**src/rtl/cdsec_pkg.sv**
```systemverilog
// cdsec_pkg: shared constants, types and GF(2^8) helpers for the sector regenerator
// no dependencies
`default_nettype none
package cdsec_pkg;

    localparam int unsigned SECTOR_BYTES = 2352;
    localparam int unsigned SECTOR_WORDS = 294;
    localparam logic [31:0] EDC_POLY     = 32'hD801_8001;
    localparam logic [8:0]  GF_POLY      = 9'h11D;

    typedef enum logic [1:0] {
        TYPE_RAW   = 2'd0,
        TYPE_MODE1 = 2'd1,
        TYPE_FORM1 = 2'd2,
        TYPE_FORM2 = 2'd3
    } sector_type_t;

    // job handed from the loader to the regeneration engine
    typedef struct packed {
        logic [1:0]  stype;
        logic [31:0] edc;
    } cdsec_job_t;

    function automatic logic [7:0] gf_dbl(input logic [7:0] x);
        gf_dbl = {x[6:0], 1'b0} ^ (x[7] ? GF_POLY[7:0] : 8'h00);
    endfunction

    // one byte of the reflected crc, eight dependent narrow steps
    function automatic logic [31:0] edc_byte(input logic [31:0] edc, input logic [7:0] b);
        logic [31:0] e;
        e = edc ^ {24'h0, b};
        for (int k = 0; k < 8; k++) begin
            e = (e >> 1) ^ (e[0] ? EDC_POLY : 32'h0);
        end
        edc_byte = e;
    endfunction

    // inverse of x -> x*3: x*3^-1 is a linear map, built as xor of basis images
    function automatic logic [7:0] gf_div3(input logic [7:0] v);
        logic [7:0] r;
        logic [7:0] basis [8];
        basis[0] = 8'hF4; basis[1] = 8'hF5; basis[2] = 8'hF7; basis[3] = 8'hF3;
        basis[4] = 8'hFB; basis[5] = 8'hEB; basis[6] = 8'hCB; basis[7] = 8'h8B;
        r = 8'h00;
        for (int k = 0; k < 8; k++) begin
            if (v[k]) begin
                r = r ^ basis[k];
            end
        end
        gf_div3 = r;
    endfunction

endpackage
`default_nettype wire

```
**src/rtl/cdsec_loader.sv**
```systemverilog
// cdsec_loader: front part, counts words, latches type, runs the edc and writes words
// depends on cdsec_pkg
`default_nettype none
module cdsec_loader
    import cdsec_pkg::*;
(
    input  wire logic        aclk,
    input  wire logic        aresetn,
    input  wire logic        in_valid,
    output logic             in_ready,
    input  wire logic [1:0]  in_type,
    input  wire logic [63:0] in_word,
    // word write into the store
    output logic             wr_en,
    output logic [8:0]       wr_addr,
    output logic [63:0]      wr_data,
    // job queue slot
    output logic             job_valid,
    output cdsec_job_t       job,
    input  wire logic        job_take,
    // engine owns the store port while it works on a sector
    input  wire logic        eng_busy
);

    logic [8:0]  wcnt_reg, wcnt_next;
    logic [1:0]  type_reg, type_next;
    logic [31:0] edc_reg, edc_next;
    logic        job_valid_reg, job_valid_next;
    cdsec_job_t  job_reg, job_next;
    logic [1:0]  cur_type;
    logic [31:0] edc_base;
    logic        accept;

    // one-entry queue: hold off input while a job waits or the engine uses the store
    assign in_ready = !(job_valid_reg || eng_busy);
    assign accept   = in_valid && in_ready;
    assign cur_type = (wcnt_reg == 9'd0) ? in_type : type_reg;
    assign edc_base = (wcnt_reg == 9'd0) ? 32'h0 : edc_reg;

    assign wr_en   = accept;
    assign wr_addr = wcnt_reg;
    assign wr_data = in_word;

    // edc over the byte range of the sector type
    always_comb begin
        logic [11:0] a;
        logic        on;
        edc_next = edc_base;
        for (int k = 0; k < 8; k++) begin
            a = {wcnt_reg, 3'b000} + 12'(k);
            case (cur_type)
                TYPE_MODE1: on = (a <= 12'h80F);
                TYPE_FORM1: on = (a >= 12'h010) && (a <= 12'h817);
                TYPE_FORM2: on = (a >= 12'h010) && (a <= 12'h92B);
                default:    on = 1'b0;
            endcase
            if (on) begin
                edc_next = edc_byte(edc_next, in_word[8*k +: 8]);
            end
        end
    end

    always_comb begin
        wcnt_next      = wcnt_reg;
        type_next      = type_reg;
        job_valid_next = job_valid_reg && !job_take;
        job_next       = job_reg;
        if (accept) begin
            type_next = cur_type;
            if (wcnt_reg == 9'(SECTOR_WORDS - 1)) begin
                wcnt_next = 9'd0;
                if (cur_type != TYPE_RAW) begin
                    job_valid_next = 1'b1;
                    job_next.stype = cur_type;
                    job_next.edc   = edc_next;
                end
            end else begin
                wcnt_next = wcnt_reg + 9'd1;
            end
        end
    end

    always_ff @(posedge aclk) begin
        if (!aresetn) begin
            wcnt_reg      <= 9'd0;
            type_reg      <= 2'd0;
            edc_reg       <= 32'h0;
            job_valid_reg <= 1'b0;
        end else begin
            wcnt_reg      <= wcnt_next;
            type_reg      <= type_next;
            job_valid_reg <= job_valid_next;
            if (accept) begin
                edc_reg <= edc_next;
            end
        end
        job_reg <= job_next;
    end

    assign job_valid = job_valid_reg;
    assign job       = job_reg;

endmodule
`default_nettype wire

```
**config.mk**
```make
export PLATFORM = sky130hd
export DESIGN_NAME = cdsec_loader
export DESIGN_NICKNAME = d
export VERILOG_FILES = /design/src/rtl/cdsec_pkg.sv /design/src/rtl/cdsec_loader.sv
export SDC_FILE = /design/constraint.sdc
export NUM_CORES = 1
export LEC_CHECK = 0
export BUFFER_PORTS_ARGS = -buffer_cell sky130_fd_sc_hd__buf_4
export CELL_PAD_IN_SITES_DETAIL_PLACEMENT = 0
export CELL_PAD_IN_SITES_GLOBAL_PLACEMENT = 1
export CORE_UTILIZATION = 43
export DETAILED_ROUTE_END_ITERATION = 7
export PLACE_DENSITY_LB_ADDON = 0.08
export SLEW_MARGIN = 40
export SYNTH_ARGS = -nofsm -noshare
export SYNTH_HDL_FRONTEND = slang
export SYNTH_SLANG_ARGS = --single-unit
```
**constraint.sdc**
```tcl
create_clock -name aclk -period 9 [get_ports aclk]
set_input_delay 1.35 -clock aclk [delete_from_list [all_inputs] [get_ports aclk]]
set_output_delay 1.35 -clock aclk [all_outputs]
set_load 0.03 [all_outputs]
```
-- After elaboration in Yosys (flattened, before gate mapping)
Index checks and enable logic that the tools add are counted.
- output and inout bits: 110
- flip-flop bits (word level): 78
- input port bits: 71
- logic and storage cells: 232
- equality and inequality tests: 4
- $lt $le $gt $ge: 32
- add/subtract/negate cells: 8
- bitwise gates (word level): 72
- reduce and logical (&&, ||, !) cells: 24
- muxes and demuxes: 86
- operators with widths (kind ; number):
    two-way mux 32 bit ; 73
    bitwise XOR 31 x 32 -> 32 bit ; 64
    <= comparator 12 bit, second input constant ; 24
    bitwise XOR 32 x 8 -> 32 bit ; 8
    greater-or-equal comparator 12 x 5 -> 1 bit, second input constant ; 8
    adder 12 x 3 -> 12 bit, second input constant ; 4
    adder 12 x 2 -> 12 bit, second input constant ; 2
    case mux 1 bit (3 select lines) ; 8
    logical AND 1 bit ; 18
    adder 12 x 1 -> 12 bit, second input constant ; 1
    adder 9 x 1 -> 9 bit, second input constant ; 1
    equality test 9 bit, second input constant ; 1
    zero test 9 bit ; 1
    two-way mux 9 bit ; 1
    equality test 2 bit, second input constant ; 2
    two-way mux 1 bit ; 3
    AND reduction 3 bit ; 1
    equality test 2 x 1 -> 1 bit, second input constant ; 1
    zero test 1 bit ; 2
    two-way mux 2 bit ; 1
    nonzero test 2 bit ; 1
    logical OR 1 bit ; 1

-- Logic depth before layout (Yosys ltp)
Gate-level depths: netlist of run 1.
- word-level depth: 146
- gate-level depth with buffers: 25
- mapped depth without buffers: 22

-- Least setup slack after synthesis of run 1
Ideal clock, no wire load.
- path kind: input -> register
- from: in in_type[1]
- to: reg edc_reg[23]
- data required time: 8885 ps
- data arrival time: 6776 ps
- slack: 2109 ps
- stages on the path: 20
- library setup time: 115 ps
- path buffers: 0
- path through: or3b_2 o22ai_2 a21o_4 a31oi_4 mux2i_4 xor2_2 xnor3_1 xnor3_1 xnor3_2 xnor2_2 nand2b_2 xnor3_2 xnor2_1 xnor3_1 xnor3_2 xor2_1 a211o_1 a211o_1 a31o_1 o21ba_1
- cells in the longest elaborated chain, start to end: 126
- elaborated cells between the ends (all ways): 135
- classes of those cells: eq/ne: 3; mux: 69; bitwise: 63
- RTL lines (what ; line ; text):
    start: declaration ; cdsec_loader.sv:11 ; input wire logic [1:0] in_type,
    two-way mux 2 bit (*) ; cdsec_loader.sv:37 ; assign cur_type = (wcnt_reg == 9'd0) ? in_type : type_reg;
    equality test 2 bit / equality test 2 x 1 -> 1 bit (equally long branches) ; cdsec_loader.sv:51 ; case (cur_type)
    case mux 1 bit (3 select lines) ; cdsec_loader.sv:51 ;
    two-way mux 32 bit ; cdsec_loader.sv:57 ; if (on) begin
    bitwise XOR 32 x 8 -> 32 bit ; cdsec_pkg.sv:31 ; e = edc ^ {24'h0, b};
    two-way mux 32 bit ; cdsec_pkg.sv:33 ; e = (e >> 1) ^ (e[0] ? EDC_POLY : 32'h0);
    bitwise XOR 31 x 32 -> 32 bit ; cdsec_pkg.sv:33 ;
    two-way mux 32 bit ; cdsec_pkg.sv:33 ;
    [107 not listed] ; -- ;
    two-way mux 32 bit ; cdsec_pkg.sv:33 ;
    bitwise XOR 31 x 32 -> 32 bit ; cdsec_pkg.sv:33 ;
    two-way mux 32 bit ; cdsec_pkg.sv:33 ;
    bitwise XOR 31 x 32 -> 32 bit ; cdsec_pkg.sv:33 ;
    two-way mux 32 bit ; cdsec_pkg.sv:33 ;
    bitwise XOR 31 x 32 -> 32 bit (5 in series) ; cdsec_pkg.sv:33 ;
    two-way mux 32 bit (*) ; cdsec_loader.sv:57 ;
    named net edc_next[23] ; cdsec_loader.sv:27 ; logic [31:0] edc_reg, edc_next;
    end signal: assignment ; cdsec_loader.sv:94 ; edc_reg <= edc_next;
    end: declaration ; cdsec_loader.sv:27 ;
The timed path passes the listed nets; every way through them passes the cells marked *.
A chain may end at the register's enable or synchronous reset.

-- Worst setup path in the final report of run 1
- from: reg wcnt_reg[1] (netlist: wr_addr[1])
- to: reg job_reg (netlist bit job[16]) (data pin)
- cells in the longest elaborated chain, start to end: 146
- elaborated cells between the ends (all ways): 213
- classes of those cells: add/sub: 7; order compare: 32; eq/ne: 3; mux: 82; bitwise: 72; reduce/logical: 17
- RTL lines (what ; line ; text):
    start: declaration ; cdsec_loader.sv:25 ; logic [8:0] wcnt_reg, wcnt_next;
    start signal: assignment ; cdsec_loader.sv:90 ; wcnt_reg <= wcnt_next;
    zero test 9 bit ; cdsec_loader.sv:37, cdsec_loader.sv:38 ;
    two-way mux 32 bit ; cdsec_loader.sv:38 ; assign edc_base = (wcnt_reg == 9'd0) ? 32'h0 : edc_reg;
    bitwise XOR 32 x 8 -> 32 bit ; cdsec_pkg.sv:31 ;
    two-way mux 32 bit ; cdsec_pkg.sv:33 ;
    bitwise XOR 31 x 32 -> 32 bit ; cdsec_pkg.sv:33 ;
    two-way mux 32 bit ; cdsec_pkg.sv:33 ;
    bitwise XOR 31 x 32 -> 32 bit ; cdsec_pkg.sv:33 ;
    two-way mux 32 bit ; cdsec_pkg.sv:33 ;
    [131 not listed] ; -- ;
    two-way mux 32 bit ; cdsec_pkg.sv:33 ;
    bitwise XOR 31 x 32 -> 32 bit ; cdsec_pkg.sv:33 ;
    two-way mux 32 bit ; cdsec_pkg.sv:33 ;
    bitwise XOR 31 x 32 -> 32 bit ; cdsec_pkg.sv:33 ;
    two-way mux 32 bit ; cdsec_pkg.sv:33 ;
    bitwise XOR 31 x 32 -> 32 bit ; cdsec_pkg.sv:33 ;
    two-way mux 32 bit (*) ; cdsec_loader.sv:57 ;
    named net edc_next[16] ; cdsec_loader.sv:27 ;
    end signal: assignment ; cdsec_loader.sv:97 ; job_reg <= job_next;
    end: declaration ; cdsec_loader.sv:29 ; cdsec_job_t job_reg, job_next;
Marked as above.

==> results.toml, run 1 <==
[outcome]
status = "finished, violations left"
violations = "design-rule violations"

[sta]
drv_slew = 0
post-route-period-util_pct = 84.74
rsz0062_at_grt = "false"
relSlewSlack_pct = 36.71
worst-slew-pin-transition_ns = 0.9461
fin_tns_setup_ns = 0
whs_ns = 0.4859
finalCriticalPeriod_ns = 7.627
setup_violations = 0
final-hold-violation-count = 0
timing.fmax_mhz = 131.1
finClkSkew_ns = 0.01019

[yosys]
synth_xor_area_share_pct = 33.90
synth_top_family_by_area = "XOR/XNOR gates"
seq_area_frac_synth_pct = 19.66
synth_compound_area_share_pct = 15.42
ys.flop_type = "dfxtp_1"
yosys.area_share.adder_pct = 0.5174
syn_inst = 1136
synth_edf_count = 34
synth_mux_area_share_pct = 5.821
syn_nets = 1211
syn_area_per_cell_um2 = 8.515
yosys_warnings = 0
syn_area_mm2 = 0.009673
synthSimpleGateAreaFrac_pct = 16.09
ys_types = 83
async_reset_ff_share_pct = 0
synth_seq_cells = 78

[cts]
cts_setup_buffers = 0
cts.sinks = 78
ctsHoldBuffers = 0
cts_buffer_depth = 2
cts_tree = "built"
htreeDepth = 3
clock_latency_ns = 0.34
cts_buffers = 9
ctsResizeCount = 0
root_buffer = "clkbuf_16"
clk_pin_slew_ns = 0.06

[cells_and_area]
nNetsFinal = 1289
antenna_cells = 0
largest_register_ff_count = 34
layout_commonest_cell = "buf_4"
nFillCells = 2181
drive_gt1_share_pct = 21.00
area.growth.synth_to_final_pct = 14.58
layout_common_cells = "buf_4, xnor2_1, nand2_1, xor2_1, nor2_1"
layout.cells.non_filler = 1499
postLayoutCellArea_mm2 = 0.01108

[critical_path]
r2r_start = "wr_addr[1]"
worstSetupPathType = "reg2reg"
startpoint_type = "flip-flop"
critical_path.endpoint_type = "flip-flop"
crit_fanout = 23
reg2reg_slack_ns = 1.37
ff2ff_path_depth = 21
crit_path_end = "job[16]"
cp.arrival_ns = 7.72
r2r_end = "job[16]"
cp-startpoint = "wr_addr[1]"
required_ns = 9.10

[power_and_ir_drop]
ir_drop_mv = 0.3212
p_leak_nw = 4.627
clkPwrFrac_pct = 11.9
power_mw = 3.325
pwr-share-comb_pct = 73.5
power_density_mw_per_mm2 = 300.0
seqPwrFrac_pct = 14.6
sw_frac_of_total_pct = 43.28
intPower_mw = 1.886
switchingPower_mw = 1.439

[route]
post_drt_via_cell_ratio = 5.564
avgRoutedWirePerCell_um = 22.02
first_pass_iters = 7
ant_nets = 0
wirelength_um = 33010
first_iter_violations = 733
vias = 8341
drc = 20

[placed_design]
hpwl_um = 26650
place_inst = 1483
gp_congestion = 0.8983
port_buffers = 180
placedInstanceArea_mm2 = 0.01076

[die]
core-area_mm2 = 0.02196
rows = 54
die_w_um = 152.0
die_area_mm2 = 0.02310
io_pins = 181
fp.dieH_um = 152.0
start_util_pct = 44.05

[grt]
overflow = 0
grt_max_degree = 46
grt_pass1_wl_um = 49600
first_global_vias = 7933
grt_use_total_pct = 28.48
antenna_found_initial = 0

[job]
cap_violations = 0

[min_path]
hp-class = "reg2reg"
## kinds of logic (layout without fill, tap and decap cells)
kind of cell,Yosys count,after routing
adders and majority gates,4,4
buffers and inverters,145,228
DFF,78,78
xor gates and xnor gates,298,298
AOI/OAI and AO/OA,219,219
and+or+nand+nor,338,338
muxes,54,54
## Yosys cell counts (23+ instances only)
cell | number | area (um2)
nand2_1 | 140 | 525.5
a21oi_1 | 71 | 355.3
nor3_1 | 23 | 115.1
edfxtp_1 | 34 | 1021
dfxtp_1 | 44 | 880.8
o21ai_0 | 41 | 205.2
xor2_1 | 97 | 849.6
mux2i_1 | 47 | 470.5
buf_4 | 65 | 488.0
xnor2_1 | 152 | 1331
clkbuf_1 | 41 | 153.9
nor2_1 | 94 | 352.8
xnor3_1 | 35 | 788.3
## critical path: stages (launching register included)
cell,delay (ns)
dfxtp_1,0.38
inv_1,0.16
ha_1,0.21
or4b_4,0.53
o21ai_2,0.23
a21oi_1,0.22
a31oi_4,0.67
mux2i_4,0.43
xor2_2,0.27
xnor3_1,0.38
xnor3_1,0.36
xnor3_2,0.44
xnor2_2,0.20
nand2b_2,0.19
xnor3_2,0.49
xnor2_1,0.22
xnor3_1,0.36
xnor3_2,0.45
xnor2_2,0.27
o21a_1,0.34
xnor3_1,0.40
o21a_1,0.18
## area by class of cell
cell class	instances	area, um2	share of cell area, %
well taps	280	350.3	3.161
clock inverters	6	93.84	0.8467
flip-flops and latches	78	1902	17.16
repair buffers	200	1501	13.55
inverters	12	45.04	0.4064
multi-input cells	913	6962	62.81
clock buffers	10	229.0	2.066
## power by group through the flow
stage / Sequential, mW / Clock, mW / Combinational (mW)
2_1_floorplan: 0.457 / 0 / 1.99
4_1_cts: 0.484 / 0.404 / 2.43
6_report: 0.485 / 0.396 / 2.44
3_3_place_gp: 0.492 / 0 / 2.40
5_1_grt: 0.487 / 0.419 / 2.60
3_5_place_dp: 0.492 / 0 / 2.41
## layer usage
layer / up-vias / GRT usage [%] / part of all wire (%)
li1: 4009 / - / -
met1: 3978 / 41.11 / 46
met2: 319 / 45.04 / 46
met3: 35 / 3.309 / 6.2
met4: 0 / 7.240 / 2.4
met5: - / 0 / 0
## stage by stage
step	utilization [%]	setup slack (ns)
6_report	50.47	1.373
4_1_cts	50.45	1.399
3_3_place_gp	48.95	1.102
2_1_floorplan	-	2.109
3_5_place_dp	48.98	1.101
5_1_grt	50.47	0.9386
## worst min-delay path by stage
stage / from / end / slack [ns] / depth (start not counted)
after CTS: edc_reg[26] / edc_reg[26] / 0.49 / 2
after floorplan: edc_reg[26] / edc_reg[26] / 0.44 / 2
final: edc_reg[26] / edc_reg[26] / 0.49 / 2
after detailed placement: edc_reg[26] / edc_reg[26] / 0.47 / 2
after global placement: edc_reg[26] / edc_reg[26] / 0.47 / 2
after global routing: edc_reg[27] / edc_reg[27] / 0.52 / 2
Note: power is estimated with default switching activity, not from simulation.
==> run 2, diff against run 1 <==
--- a/config.mk
+++ b/config.mk
@@ -8,7 +8,7 @@
 export BUFFER_PORTS_ARGS = -buffer_cell sky130_fd_sc_hd__buf_4
 export CELL_PAD_IN_SITES_DETAIL_PLACEMENT = 0
 export CELL_PAD_IN_SITES_GLOBAL_PLACEMENT = 1
-export CORE_UTILIZATION = 43
+export CORE_UTILIZATION = 39
 export DETAILED_ROUTE_END_ITERATION = 7
 export PLACE_DENSITY_LB_ADDON = 0.08
 export SLEW_MARGIN = 40
==> constraint.sdc (replaced) <==
create_clock -name aclk -period 6.8 [get_ports aclk]
set_input_delay 1.02 -clock aclk [delete_from_list [all_inputs] [get_ports aclk]]
set_output_delay 1.02 -clock aclk [all_outputs]
set_load 0.03 [all_outputs]
==> results.toml, run 2 (same netlist as run 1, synthesis figures left out) <==
[cts]
cts_tree = "built"
htreeDepth = 3
cts.sinks = 78
ctsHoldBuffers = 0
cts_buffers = 9
cts_buffer_depth = 2
clk_pin_slew_ns = 0.07
clock_latency_ns = 0.34
root_buffer = "clkbuf_16"

[cells_and_area]
antenna_cells = 0
layout_commonest_cell = "buf_4"
largest_register_ff_count = 34
nNetsFinal = 1512
layout.cells.non_filler = 1766
drive_gt1_share_pct = 36.96
area.growth.synth_to_final_pct = 37.67
layout_common_cells = "buf_4, nand2_1, xnor2_1, nor2_1, xor2_1"

[sta]
drv_slew = 0
timing.fmax_mhz = 152.1
finClkSkew_ns = 0.01102
setup_violations = 0
worst-slew-pin-transition_ns = 0.9022
finalCriticalPeriod_ns = 6.576
whs_ns = 0.4896
final-hold-violation-count = 0
post-route-period-util_pct = 96.71
relSlewSlack_pct = 39.85
fin_ws_ns = 0.2240

[critical_path]
startpoint_type = "flip-flop"
path_delay_family = "XOR/XNOR gates"
cp.arrival_ns = 6.81
critical_path.endpoint_type = "flip-flop"
worstSetupPathType = "reg2reg"
critPathSlowestCell = "or4b_4"
crit_fanout = 4
path_common_cell = "buf_4"
crit_path_max_incr_delay_ns = 0.51
critPathBufInv = 6
required_ns = 7.04

[placed_design]
post-place-ws_ns = -0.2211
place_inst = 1731
gp_congestion = 0.9705
port_buffers = 180
hpwl_um = 30640

[power_and_ir_drop]
ir_drop_mv = 0.3882
p_leak_nw = 5.868
power_density_mw_per_mm2 = 406.3

[outcome]
status = "finished, final reports clean"

[die]
io_pins = 181
start_util_pct = 39.77
core-area_mm2 = 0.02432
die_w_um = 159.5
rows = 57
die_area_mm2 = 0.02544
fp.dieH_um = 159.5

[route]
first_pass_iters = 5
avgRoutedWirePerCell_um = 21.25
post_drt_via_cell_ratio = 5.215
vias = 9210
drc = 0
wirelength_um = 37530
first_iter_violations = 739
ant_nets = 0

[grt]
grt_use_total_pct = 29.18
antenna_found_initial = 0
grt_max_degree = 41
grt_pass1_wl_um = 55100
first_global_vias = 8669
overflow = 0

[min_path]
hp-class = "reg2reg"

[job]
cap_violations = 0
==> run 2: routing by layer <==
metal	track usage [%]	up-vias	share of wire (%)
met2	48.37	367	47
met3	4.220	23	7.5
met4	4.283	0	1.1
met1	40.79	4376	44
li1	-	4444	-
met5	0	-	0
==> run 2: path summary, 6_finish.rpt <==
kind	endpoint	from	cells past startpoint	slack [ns]
max	edc_reg[23]	wr_addr[0]	26	0.22
min	edc_reg[26]	edc_reg[26]	2	0.49
max reg2reg	edc_reg[23]	wr_addr[0]	26	0.22
min reg2reg	edc_reg[26]	edc_reg[26]	2	0.49
==> run 2: worst register-to-register path, cell delays in order, from the launching register on <==
cell and delay, ns:
dfxtp_1 0.31, inv_1 0.07, ha_2 0.19, or4b_4 0.51
o21ai_4 0.18, a21oi_1 0.09, buf_4 0.18, o31ai_4 0.24
buf_6 0.15, buf_4 0.12, mux2_2 0.39, mux2i_1 0.19
xor2_1 0.35, nand2_1 0.12, o21ai_1 0.24, xor2_2 0.34
buf_4 0.19, xnor2_2 0.13, xnor3_1 0.46, xnor3_1 0.36
xnor3_2 0.47, xnor2_2 0.18, buf_4 0.15, o211a_1 0.22
a211o_1 0.27, a31o_1 0.23, o21ba_1 0.16
==> run 2: power by group <==
group	leakage [nW]	internal (mW)	switching [mW]
Clock	0.172	0.361	0.198
Sequential	0.667	0.572	0.0635
Combinational	5.03	2.27	1.95
==> run 2: area by class of cell <==
type / count / area [um2]
clock buffers: 9 / 225.2
clock inverters: 7 / 120.1
fillers: 2325 / 11000
inverters: 12 / 45.04
multi-input cells: 913 / 7373
flip-flops and latches: 78 / 1903
well taps: 324 / 405.4
repair buffers: 423 / 3244
==> run 2: through the flow <==
step,cell area (um2),utilization [%],TNS [ns],power (mW)
final,13320,54.76,0,5.411
after global routing,13320,54.76,-0.02818,5.737
after CTS,12780,52.57,0,5.195
after detailed placement,12390,50.96,-1.797,4.601
after global placement,12390,50.96,-1.859,4.612
after floorplan,9673,-,0,3.243
==> run 2: repair_timing <==
item,in CTS,in global routing
pin swaps,1,26
endpoints found under the setup margin,14,14
gates cloned,0,0
endpoints found under the hold margin,0,0
gates resized for setup,3,71
buffers inserted,4,14
==> run 3, diff against run 2 <==
--- a/config.mk
+++ b/config.mk
@@ -8,7 +8,7 @@
 export BUFFER_PORTS_ARGS = -buffer_cell sky130_fd_sc_hd__buf_4
 export CELL_PAD_IN_SITES_DETAIL_PLACEMENT = 0
 export CELL_PAD_IN_SITES_GLOBAL_PLACEMENT = 1
-export CORE_UTILIZATION = 39
+export CORE_UTILIZATION = 43
 export DETAILED_ROUTE_END_ITERATION = 7
 export PLACE_DENSITY_LB_ADDON = 0.08
 export SLEW_MARGIN = 40
==> constraint.sdc (replaced) <==
create_clock -name aclk -period 6.51 [get_ports aclk]
set_input_delay 0.9765 -clock aclk [delete_from_list [all_inputs] [get_ports aclk]]
set_output_delay 0.9765 -clock aclk [all_outputs]
set_load 0.03 [all_outputs]
==> results.toml, run 3 (same netlist as run 1, synthesis figures left out) <==
[route]
first_pass_iters = 7
drc = 14
first_iter_violations = 849
ant_nets = 0
post_drt_via_cell_ratio = 5.364
vias = 9580
avgRoutedWirePerCell_um = 20.95
wirelength_um = 37410

[critical_path]
r2r_start = "wr_addr[1]"
cp-startpoint = "wr_addr[1]"
worstSetupPathType = "reg2reg"
crit_fanout = 5
startpoint_type = "flip-flop"
crit_path_max_incr_delay_ns = 0.54
critPathSlowestCell = "xnor3_2"
reg2reg_slack_ns = 0.05
critical_path.endpoint_type = "flip-flop"
ff2ff_path_depth = 26
r2r_end = "edc_reg[23]"
path_depth = 26
path_delay_family = "XOR/XNOR gates"
crit_path_end = "edc_reg[23]"
required_ns = 6.75
cp.arrival_ns = 6.70
critPathBufInv = 5

[placed_design]
hpwl_um = 29960
port_buffers = 180
gp_congestion = 0.9340
post-place-ws_ns = -0.5314

[sta]
drv_slew = 0
post-route-period-util_pct = 99.24
fin_ws_ns = 0.04927
rsz0062_at_grt = "true"
relSlewSlack_pct = 45.78
final-hold-violation-count = 0
worst-slew-pin-transition_ns = 0.8124
finClkSkew_ns = 0.01174
setup_violations = 0
fin_tns_setup_ns = 0
timing.fmax_mhz = 154.8
finalCriticalPeriod_ns = 6.461

[cells_and_area]
largest_register_ff_count = 34
drive_gt1_share_pct = 42.30
layout_commonest_cell = "buf_4"
antenna_cells = 0
nNetsFinal = 1576
area.growth.synth_to_final_pct = 45.26
layout_common_cells = "buf_4, nand2_1, xnor2_1, nor2_1, xor2_1"

[min_path]
worstHoldStart = "edc_reg[26]"
hp-class = "reg2reg"

[die]
fp.dieH_um = 152.0
die_w_um = 152.0
io_pins = 181
rows = 54
core-area_mm2 = 0.02196
die_area_mm2 = 0.02310
start_util_pct = 44.05

[power_and_ir_drop]
ir_drop_mv = 0.5140
p_leak_nw = 6.238
power_density_mw_per_mm2 = 410.2

[cts]
cts_buffers = 9
root_buffer = "clkbuf_16"
cts_buffer_depth = 2
htreeDepth = 3
cts_tree = "built"
cts.sinks = 78
clock_latency_ns = 0.35
clk_pin_slew_ns = 0.07
ctsHoldBuffers = 0

[grt]
grt_max_degree = 41
grt_use_total_pct = 31.73
antenna_found_initial = 1
grt_pass1_wl_um = 54850
overflow = 0
first_global_vias = 9078

[job]
cap_violations = 0

[outcome]
violations = "design-rule violations"
status = "finished, violations left"
-- run 3: cell count changes in the layout (fill, tap and decap cells not counted), moves of 6 or more --
cell,previous run,this run
xnor2_1,137,131
buf_6,3,13
buf_4,415,469
mux2i_1,41,35
xor2_1,90,80
xor2_2,6,17
-- run 3: layout make-up --
class	instances	area [um2]
Tap cell	280	350.3
Inverter	12	45.04
Clock buffer	10	250.2
Fill cell	1994	7908
Clock inverter	6	55.05
Sequential cell	78	1904
Timing Repair Buffer	487	3770
Multi-Input combinational cell	913	7676
-- run 3: per-layer routing --
metal  up-vias  routed length [um]  GRT usage, %
li1       4574                   -             -
met1      4578               16000         42.12
met2       373               17390         51.28
met3        55                2991         7.644
met4         0                1020         8.989
met5         -                   0             0
-- run 3: repair_timing --
| item | CTS | global route |
|---|---|---|
| gates resized for setup | 73 | 68 |
| cloned | 2 | 0 |
| setup buffers | 35 | 36 |
| setup endpoints to repair | 16 | 22 |
| pin swaps | 52 | 48 |
-- run 3: per-stage QoR --
stage | utilization (%) | hold WS, ns | std cells | area, um2 | total power, mW
global placement | 56.48 | 0.4482 | 1702 | 12400 | 4.712
global route | 63.99 | 0.4901 | 1786 | 14050 | 6.082
detailed placement | 56.48 | 0.4518 | 1702 | 12400 | 4.746
finish | 63.99 | 0.4639 | 1786 | 14050 | 5.763
floorplan | - | 0.4366 | 1136 | 9676 | 3.344
CTS | 61.07 | 0.4673 | 1753 | 13410 | 5.548
-- run 3: report_power, final --
group | switching (mW) | internal, mW | total, mW | leakage, nW
Clock | 0.221 | 0.291 | 0.512 | 0.152
Combinational | 2.08 | 2.51 | 4.59 | 5.42
Sequential | 0.0673 | 0.598 | 0.665 | 0.668
Total | 2.36 | 3.40 | 5.76 | 6.24
-- run 3: tightest hold or removal path, stage by stage, from the launching register on --
cell and delay [ns]:
dfxtp_1 0.31, nand2_1 0.05, a21oi_1 0.06
-- run 3: how the worst min path moves through the flow --
stage                        to  slack (ns)  cells after the start
floorplan           edc_reg[26]        0.44                      2
global placement    edc_reg[26]        0.45                      2
detailed placement  edc_reg[26]        0.45                      2
CTS                 edc_reg[26]        0.47                      2
global route        edc_reg[26]        0.49                      2
finish              edc_reg[26]        0.46                      2
